File: src/design/lfbp_pkg.sv
`timescale 1ns / 1ps
`default_nettype none

package lfbp_pkg;

    localparam int BYTE_W  = 8;
    localparam int VALUE_W = 32;
    localparam int WIDTH_W = 6;
    localparam int PEND_W  = 7;
    localparam int CNT_W   = 3;

    // command codes
    localparam logic CMD_APPEND = 1'b0;
    localparam logic CMD_ALIGN  = 1'b1;

    typedef struct packed {
        logic               cmd;
        logic [VALUE_W-1:0] field_value;
        logic [WIDTH_W-1:0] field_width;
    } item_t;

    typedef struct packed {
        logic [BYTE_W-1:0] out_byte;
        logic              last_byte;
    } result_t;

endpackage

`default_nettype wire

File: src/design/lsb_first_bit_packer.sv
`timescale 1ns / 1ps
`default_nettype none

// Channel   Dir  Handshake                    Payload
// item      in   item_valid / item_stall      item   (cmd, field_value, field_width)
// result    out  result_valid / result_stall  result (out_byte, last_byte)
//
// An item is merged with the pending bits in the cycle of its transfer; its
// completed bytes (0..4) land in the result register, which sends one per cycle while result_stall is low.
// A new item waits while more than one byte of the previous one is left; the
// next item is taken while the last byte of the previous one goes out.
// Reset clears the pending bits and empties the result register.
// A stalled result holds its byte; item_stall rises while more than one byte waits, or one waits stalled.
module lsb_first_bit_packer #(
    parameter int MAX_FIELD_WIDTH = 32
) (
    input  wire                clk,
    input  wire                rst_n,
    input  wire                item_valid,
    output logic               item_stall,
    input  wire lfbp_pkg::item_t item,
    output logic               result_valid,
    input  wire                result_stall,
    output lfbp_pkg::result_t  result
);
    import lfbp_pkg::*;

    // bytes one item can complete, given up to 7 pending bits
    localparam int MAX_BYTES = (PEND_W + MAX_FIELD_WIDTH) / BYTE_W;
    localparam int NB_W      = $clog2(MAX_BYTES + 1);

    logic                    busy;
    logic                    load;
    logic [MAX_BYTES*8-1:0]  bytes;
    logic [NB_W-1:0]         nbytes;

    assign item_stall = busy;
    assign load       = item_valid && !busy;   // item transfer

    lfbp_pack #(
        .MAX_FIELD_WIDTH (MAX_FIELD_WIDTH),
        .MAX_BYTES       (MAX_BYTES),
        .NB_W            (NB_W)
    ) u_pack (
        .clk    (clk),
        .rst_n  (rst_n),
        .load   (load),
        .item   (item),
        .bytes  (bytes),
        .nbytes (nbytes)
    );

    lfbp_obuf #(
        .MAX_BYTES (MAX_BYTES),
        .NB_W      (NB_W)
    ) u_obuf (
        .clk          (clk),
        .rst_n        (rst_n),
        .load         (load),
        .bytes        (bytes),
        .nbytes       (nbytes),
        .busy         (busy),
        .result_valid (result_valid),
        .result_stall (result_stall),
        .result       (result)
    );

endmodule

`default_nettype wire

File: src/design/lfbp_pack.sv
`timescale 1ns / 1ps
`default_nettype none

// Holds the pending partial byte and merges one item into it per transfer.
module lfbp_pack #(
    parameter int MAX_FIELD_WIDTH = 32,
    parameter int MAX_BYTES       = 4,
    parameter int NB_W            = 3
) (
    input  wire                    clk,
    input  wire                    rst_n,
    input  wire                    load,
    input  wire lfbp_pkg::item_t   item,
    output logic [MAX_BYTES*8-1:0] bytes,
    output logic [NB_W-1:0]        nbytes
);
    import lfbp_pkg::*;

    localparam int ACC_W = PEND_W + MAX_FIELD_WIDTH;
    localparam int BUF_W = MAX_BYTES * BYTE_W;

    logic [PEND_W-1:0]  pend_reg,  pend_next;
    logic [CNT_W-1:0]   pcnt_reg,  pcnt_next;
    logic [WIDTH_W-1:0] w;
    logic [VALUE_W:0]   mask;
    logic [VALUE_W-1:0] value_m;
    logic [ACC_W-1:0]   acc;
    logic [ACC_W-1:0]   rest;
    logic [WIDTH_W-1:0] total;
    logic [NB_W-1:0]    nb_app;

    always_comb
    begin
        // saturate width, then keep only the requested low bits
        w = (item.field_width > WIDTH_W'(MAX_FIELD_WIDTH)) ?
            WIDTH_W'(MAX_FIELD_WIDTH) : item.field_width;
        mask    = ~({(VALUE_W + 1){1'b1}} << w);
        value_m = item.field_value & mask[VALUE_W-1:0];
        acc     = ACC_W'(pend_reg) | (ACC_W'(value_m[MAX_FIELD_WIDTH-1:0]) << pcnt_reg);
        total   = WIDTH_W'(pcnt_reg) + w;
        nb_app  = NB_W'(total >> 3);
        rest    = acc >> {nb_app, 3'b000};

        if (item.cmd == CMD_ALIGN)
        begin
            bytes     = BUF_W'(pend_reg);
            nbytes    = (pcnt_reg != '0) ? NB_W'(1) : '0;
            pend_next = '0;
            pcnt_next = '0;
        end
        else
        begin
            bytes     = BUF_W'(acc);
            nbytes    = nb_app;
            pend_next = rest[PEND_W-1:0];
            pcnt_next = total[CNT_W-1:0];
        end
    end

    always_ff @(posedge clk or negedge rst_n)
    begin
        if (!rst_n)
        begin
            pend_reg <= '0;
            pcnt_reg <= '0;
        end
        else if (load)
        begin
            pend_reg <= pend_next;
            pcnt_reg <= pcnt_next;
        end
    end

endmodule

`default_nettype wire

File: src/design/lfbp_obuf.sv
`timescale 1ns / 1ps
`default_nettype none

// Result register: shifts out completed bytes, one per output transfer.
module lfbp_obuf #(
    parameter int MAX_BYTES = 4,
    parameter int NB_W      = 3
) (
    input  wire                    clk,
    input  wire                    rst_n,
    input  wire                    load,
    input  wire [MAX_BYTES*8-1:0]  bytes,
    input  wire [NB_W-1:0]         nbytes,
    output logic                   busy,
    output logic                   result_valid,
    input  wire                    result_stall,
    output lfbp_pkg::result_t      result
);
    import lfbp_pkg::*;

    localparam int BUF_W = MAX_BYTES * BYTE_W;

    logic [BUF_W-1:0] data_reg;
    logic [NB_W-1:0]  cnt_reg;
    logic             pop;

    assign result_valid     = (cnt_reg != '0);
    assign pop              = result_valid && !result_stall;
    assign result.out_byte  = data_reg[BYTE_W-1:0];
    assign result.last_byte = (cnt_reg == NB_W'(1));
    // a new item may load only if the buffer is empty or drains in this cycle
    assign busy = (cnt_reg > NB_W'(1)) || ((cnt_reg == NB_W'(1)) && result_stall);

    always_ff @(posedge clk or negedge rst_n)
    begin
        if (!rst_n)
        begin
            cnt_reg <= '0;
        end
        else if (load)
        begin
            cnt_reg <= nbytes;
        end
        else if (pop)
        begin
            cnt_reg <= cnt_reg - NB_W'(1);
        end
    end

    always_ff @(posedge clk)
    begin
        if (load)
        begin
            data_reg <= bytes;
        end
        else if (pop)
        begin
            data_reg <= data_reg >> BYTE_W;
        end
    end

endmodule

`default_nettype wire

File: config.mk
export PLATFORM = sky130hd
export DESIGN_NAME = lsb_first_bit_packer
export DESIGN_NICKNAME = d
export VERILOG_FILES = /design/src/design/lfbp_pkg.sv /design/src/design/lsb_first_bit_packer.sv /design/src/design/lfbp_pack.sv /design/src/design/lfbp_obuf.sv
export SDC_FILE = /design/constraint.sdc
export NUM_CORES = 1
export LEC_CHECK = 0
export BUFFER_PORTS_ARGS = -buffer_cell sky130_fd_sc_hd__buf_2
export CAP_MARGIN = 25
export CELL_PAD_IN_SITES_DETAIL_PLACEMENT = 2
export CELL_PAD_IN_SITES_GLOBAL_PLACEMENT = 2
export CORE_MARGIN = 2
export CORE_UTILIZATION = 36
export CTS_CLUSTER_DIAMETER = 150
export DETAILED_ROUTE_END_ITERATION = 16
export GPL_TIMING_DRIVEN = 0
export PLACE_DENSITY = 0.91
export SLEW_MARGIN = 20
export SYNTH_ARGS = -nofsm -noshare
export SYNTH_HDL_FRONTEND = slang
export SYNTH_HIERARCHICAL = 1
export SYNTH_SLANG_ARGS = --single-unit
File: constraint.sdc
create_clock -name clk -period 3.7 [get_ports clk]
set_clock_uncertainty 0.2 [all_clocks]
set_input_delay 0.74 -clock clk [delete_from_list [all_inputs] [get_ports clk]]
set_output_delay 0.74 -clock clk [all_outputs]
set_load 0.1 [all_outputs]
---- Yosys cells after proc, flatten, opt, wreduce, memory -nomap -nowiden ----
Cells that the tools add are included.
word-level totals
  output and inout bits ................... 11
  register bits ........................... 45
  ROM bits ................................ 0
  latch bits .............................. 0
  memories ................................ 0
  word-level logic and storage cells ...... 34
  memory bits (writable) .................. 0
  bits of input ports ..................... 43
cells by class
  divide/modulo/power cells ............... 0
  mux-type cells .......................... 10
  add/subtract/negate cells ............... 2
  reductions and logical operators ........ 9
  shifts and indexed selects .............. 3
  multipliers ............................. 0
  magnitude comparators ................... 2
  bitwise logic cells ..................... 3
  equality and inequality tests ........... 1
operators by type and width
  operator                                                               count
  32-bit 2-to-1 mux                                                      3
  7-bit by 39-bit OR with 39-bit output                                  1
  32-bit by 3-bit << shifter with 39-bit output                          1
  39-bit by 6-bit right shift with 7-bit output                          1
  33-bit by 6-bit << shifter with 32-bit output, first input constant    1
  32-bit bitwise AND                                                     1
  32-bit NOT                                                             1
  3-bit 2-to-1 mux                                                       4
  7-bit 2-to-1 mux                                                       1
  3-bit by 6-bit adder with 6-bit output                                 1
  6-bit > comparator, second input constant                              1
  6-bit 2-to-1 mux                                                       1
  3-bit nonzero test                                                     2
  3-bit by 1-bit equality test with 1-bit output, second input constant  1
  3-bit by 1-bit > comparator with 1-bit output, second input constant   1
  1-bit logical AND                                                      3
  3-bit by 1-bit subtractor with 3-bit output, second input constant     1
  1-bit logical NOT                                                      2
  2-bit nonzero test                                                     1
  1-bit logical OR                                                       1
  1-bit 2-to-1 mux                                                       1

---- Depth between registers and ports, before layout ----
  depth after elaboration ................. 9
  depth in mapped cells ................... 13
  mapped depth without buffers ............ 11

---- By module ----
The synthesis kept the hierarchy.
by module, submodules not included
  module                area each (sq um)  cells each  instances  seq. area each (sq um)
  lfbp_pack             2950.3             430         1          250.2
  lfbp_obuf             1606.5             104         1          1036.0
  lsb_first_bit_packer  13.8               1           1          0.0

---- Worst setup path after synthesis ----
Ideal clock, no wire load.
  kind .................................... input port to flip-flop
  start ................................... input result_stall
  end ..................................... register u_pack.pend_reg[6]
  arrival time ............................ 3.396 ns
  cell stages on the path ................. 9
  library setup time ...................... 0.120 ns
  slack ................................... -0.016 ns
  data required time ...................... 3.380 ns
  buffers on the path ..................... 1
  cells stage by stage .................... nor2b_1 > o21bai_1 > nor2b_4 > clkbuf_1 > inv_1 > nor2_1 > and2_0 > o31a_1 > a31o_2
on the way
  longest elaborated chain between the ends .. 4
ends and longest elaborated chain
  item                    line                        source
  start: declaration      lsb_first_bit_packer.sv:23  input wire result_stall,
  1-bit logical AND       lfbp_obuf.sv:32             assign busy = (cnt_reg > NB_W'(1)) || ((cnt_reg == NB_W'(1)) && result_stall);
  1-bit logical OR        lfbp_obuf.sv:32
  via item_stall          lsb_first_bit_packer.sv:20  output logic item_stall,
  1-bit logical NOT       lsb_first_bit_packer.sv:38  assign load = item_valid && !busy;
  1-bit logical AND       lsb_first_bit_packer.sv:38
  via load                lsb_first_bit_packer.sv:33  logic load;
  end signal: assignment  lfbp_pack.sv:69             pend_reg <= pend_next;
  end: declaration        lfbp_pack.sv:22             logic [PEND_W-1:0] pend_reg, pend_next;
The timed path passes the listed nets, and every way through them passes these cells.
A chain may end at the register's enable or synchronous reset.

---- Final worst setup path ----
  start ................................... input item[5] (netlist name)
  end ..................................... register u_pack.pend_reg[6]
on the way
  longest elaborated chain between the ends .. 9
  elaborated cells on any way between the ends .. 10
  classes of those cells .................. add/sub (1); order compare (1); shift (3); mux (2); bitwise (3)
ends and longest elaborated chain
  item                                             line                        source
  start: declaration                               lsb_first_bit_packer.sv:21  input wire lfbp_pkg::item_t item,
  6-bit > comparator                               lfbp_pack.sv:35             w = (item.field_width > WIDTH_W'(MAX_FIELD_WIDTH)) ?
  6-bit 2-to-1 mux *                               lfbp_pack.sv:35
  33-bit by 6-bit << shifter with 32-bit output    lfbp_pack.sv:37             mask = ~({(VALUE_W + 1){1'b1}} << w);
  32-bit NOT                                       lfbp_pack.sv:37
  32-bit bitwise AND                               lfbp_pack.sv:38             value_m = item.field_value & mask[VALUE_W-1:0];
  32-bit by 3-bit << shifter with 39-bit output    lfbp_pack.sv:39             acc = ACC_W'(pend_reg) | (ACC_W'(value_m[MAX_FIELD_WIDTH-1:0]) << pcnt_reg);
  7-bit by 39-bit OR with 39-bit output            lfbp_pack.sv:39
  39-bit by 6-bit right shift with 7-bit output *  lfbp_pack.sv:42             rest = acc >> {nb_app, 3'b000};
  7-bit 2-to-1 mux *                               lfbp_pack.sv:44             if (item.cmd == CMD_ALIGN)
Mark *: on every way between the ends. The rest lies on a longest branch, timed or not.

==> run_results.csv <==
group,metric,value,unit
synth,synth.most_common_cell,"nor2_1",
power_and_ir_drop,peakVddDrop,0.313,mV
sta,fmax,279,MHz
power_and_ir_drop,fin_total_pwr,3.92,mW
sta,rsz0062_at_grt,"false",
clock_network,holdBufCountCts,0,
routing,wl_per_cell,27.9,um
routing,ant_nets,0,
clock_network,cts_made_buffers,5,
synth,synth_area_leaders,"edfxtp_1 21%, mux2_2 8.1%, dfrtp_1 7.1%",
floorplan,die-area,0.0136,mm^2
layout,area_growth,15.3,%
routing,first_pass_iters,7,
global_route,grt_overflow,0,
clock_network,htree_levels,2,
power_and_ir_drop,power_density,745,mW/mm^2
layout,layoutNonFillerInstCount,764,
layout,largest_reg_flops,32,
critical_path,rr_endpoint,"u_pack/pend_reg[5]$_DFFE_PN0P_",
placement,hpwl,16300,um
synth,ys.flop_type,"edfxtp_1",
min_path,hold_class,"input pin to async pin",
critical_path,reg2reg_setup_slack,160,ps
clock_network,clkSinkCount,45,
sta,worst-slew-pin-transition,1110,ps
sta,fin_crit_sh,96.8,%
synth,synth_area_leader_cell,"edfxtp_1",
critical_path,cp.arrival,3610,ps
critical_path,end_kind,"flip-flop",
synth,avgSynthCellArea,8.54,um^2
critical_path,slowest_delay,440,ps
clock_network,cts_buffer_depth,2,
sta,finalSetupTns,0,ps
run_status,status,"completed",
synth,syn_nets,585,
critical_path,critical_path_peak_fanout,19,
critical_path,crit_path_top_delay_cell,"fa_1",
synth,synth_top_area_share,21.0,%
sta,final-max-slew-violation-count,0,
layout,nFillCells,1421,
global_route,antenna_found_initial,0,
synth,ys_ff_latch,45,
floorplan,rows,41,
global_route,grt_pass1_vias,5449,
sta,min_period,3580,ps
layout,drive_above_1_share,26.4,%
floorplan,initial_core_util,36.5,%
synth,synthesis.instances,535,
synth,yosys_warnings,6,
critical_path,crit_required,3720,ps
synth,synth-edff-count,32,
placement,port_buffers,52,
placement,globalplace.congestion,0.992,
sta,max_slew_margin,24.3,%
critical_path,crit_cells,12,
critical_path,critPathBufInv,2,
clock_network,clkLatencyLatePin,290,ps
critical_path,r2r_cells,11,
power_and_ir_drop,p_leak,2.02,nW
clock_network,cts_tree,"done",
critical_path,critPathLaunchType,"input pin",
floorplan,die_y,117,um
routing,drt_iter0_drc,517,
global_route,grt_max_degree,33,
critical_path,r2r_start,"u_obuf/cnt_reg[0]$_DFFE_PN0P_",
critical_path,critPathCapture,"u_pack/pend_reg[6]$_DFFE_PN0P_",
placement,dpl-instance-area,0.00505,mm^2
synth,seq_area_frac_synth,28.1,%
placement,dpl.cell_count,759,
synth,synthesis.area,0.00457,mm^2
sta,hold_viol,0,
critical_path,critical_path_class,"input pin to flip-flop",
routing,viasPerCell,6.63,
synth,yosysUniqueCellTypes,75,
global_route,grt_pass1_wl,32400,um
sta,setup_viol_count_final,0,
clock_network,cts.root.buffer_cell,"clkbuf_16",
critical_path,cp_top_family,"compound AO/OA/AOI/OAI gates",
job,maxCapViolCount,0,
routing,remaining_drc_errors,0,
layout,insertedDiodeCount,0,
global_route,grtUsageTotal,31.9,%
synth,synth_common_cells,"56 x nor2_1, 35 x nand2_1, 33 x mux2_2, 32 x edfxtp_1, 28 x o21ai_0",
floorplan,boundaryPins,54,
routing,routed_wl,21300,um
layout,final_nets,641,
layout,finish.instance_area,0.00527,mm^2
routing,vias,5064,
synth,async_flop_share,28.9,%
clock_network,clkTransAtPathRegs,70,ps
critical_path,crit_top_cell,"buf_4",
critical_path,critPathLaunch,"item[5]",
floorplan,die_w,117,um
floorplan,coreArea,0.0125,mm^2
critical_path,crit_chain,"buf_4, buf_4, nor2b_1, ha_1, fa_1, a21o_1, and3_1, a211oi_4, nor4b_4, nand2_1, o2bb2ai_1, a31o_2",
## metrics by stage
step,utilization [%],hold slack (ps),worst slack (ps)
global placement,40.3,330,-796
detailed placement,40.3,344,-1010
global route,42.1,213,27.4
floorplan,-,244,103
finish,42.1,191,118
CTS,42.0,194,48.7
## power by group
| group | switching, mW | leakage [nW] | internal (mW) |
|---|---|---|---|
| clock network | 0.207 | 0.0702 | 0.252 |
| logic | 1.71 | 1.46 | 0.764 |
| registers | 0.124 | 0.491 | 0.864 |
## cell usage in the layout, fill, tap and decap left out, types with 5 or more instances in the layout
cell and n:
or2_2 6, o22ai_1 8, a211oi_1 11, clkbuf_16 5, o21a_1 7, a21oi_1 20, and2_1 18, o21ai_0 28
dfrtp_1 13, ha_1 6, edfxtp_1 32, mux2i_1 27, o211ai_1 7, buf_1 7, mux2_2 33, inv_1 13
o31ai_1 5, nor4_1 5, nor3_1 12, nor2_1 53, a31oi_1 8, buf_4 12, clkbuf_1 12, nand2_1 35
nor2b_1 9, a21o_1 5, buf_2 70, nand3_1 12, a22oi_1 5, a2111oi_0 6, o31a_1 6
## timing repair
item / 4_1_cts / 5_1_grt
setup buffers: 2 / 0
setup endpoints to repair: 8 / 6
pin swaps: 1 / 0
resized for setup: 17 / 7
## logic make-up after synthesis
logic type	count (synthesis)	synth area share, %
and+or+nand+nor	174	18.7
AOI/OAI and AO/OA	173	28.2
buffers and inverters	71	7.12
muxes	63	15.4
DFF	45	28.1
adders and majority gates	8	2.30
xor gates and xnor gates	1	0.192
## final cells by class
class / count / area (um^2) / share of cell area [%]
Multi-Input combinational cell: 419 / 3030 / 57.5
Sequential cell: 45 / 1290 / 24.4
Timing Repair Buffer: 54 / 278 / 5.27
Buffer: 50 / 251 / 4.77
Tap cell: 172 / 215 / 4.08
Clock buffer: 5 / 125 / 2.37
Inverter: 16 / 63.8 / 1.21
Clock inverter: 3 / 21.3 / 0.404
## worst register-to-register path, cell delays in order (launching register included)
cell and delay, ps:
dfrtp_1 450, ha_1 260, nor3_1 270, o21bai_2 130, nor2b_4 190, clkbuf_1 440
inv_1 290, nor2_1 250, and2_1 360, o211ai_1 220, o31a_1 280, o22ai_1 120
## how the worst min path moves through the flow
| stage | startpoint | to | slack, ps | cells after the start |
|---|---|---|---|---|
| after global placement | u_obuf/data_reg[27]$_SDFFCE_PN0P_ | u_obuf/data_reg[19]$_DFFE_PP_ | 330 | 1 |
| final | rst_n | u_obuf/cnt_reg[1]$_DFFE_PN0P_ | 190 | 1 |
| after detailed placement | u_obuf/data_reg[31]$_SDFFCE_PN0P_ | u_obuf/data_reg[23]$_DFFE_PP_ | 340 | 1 |
| after CTS | rst_n | u_obuf/cnt_reg[1]$_DFFE_PN0P_ | 190 | 1 |
| after global routing | rst_n | u_obuf/cnt_reg[1]$_DFFE_PN0P_ | 210 | 1 |
| after floorplan | rst_n | u_obuf/cnt_reg[0]$_DFFE_PN0P_ | 240 | 0 |
## metal layers
layer  vias up  track usage, %  part of all wire (%)
met3        97            3.74                   7.2
met4         0            14.1                   5.4
met2       293            55.2                    49
met5         -               0                     0
li1       2137               -                     -
met1      2537            40.0                    39
Power figures use the tool's default switching activity.
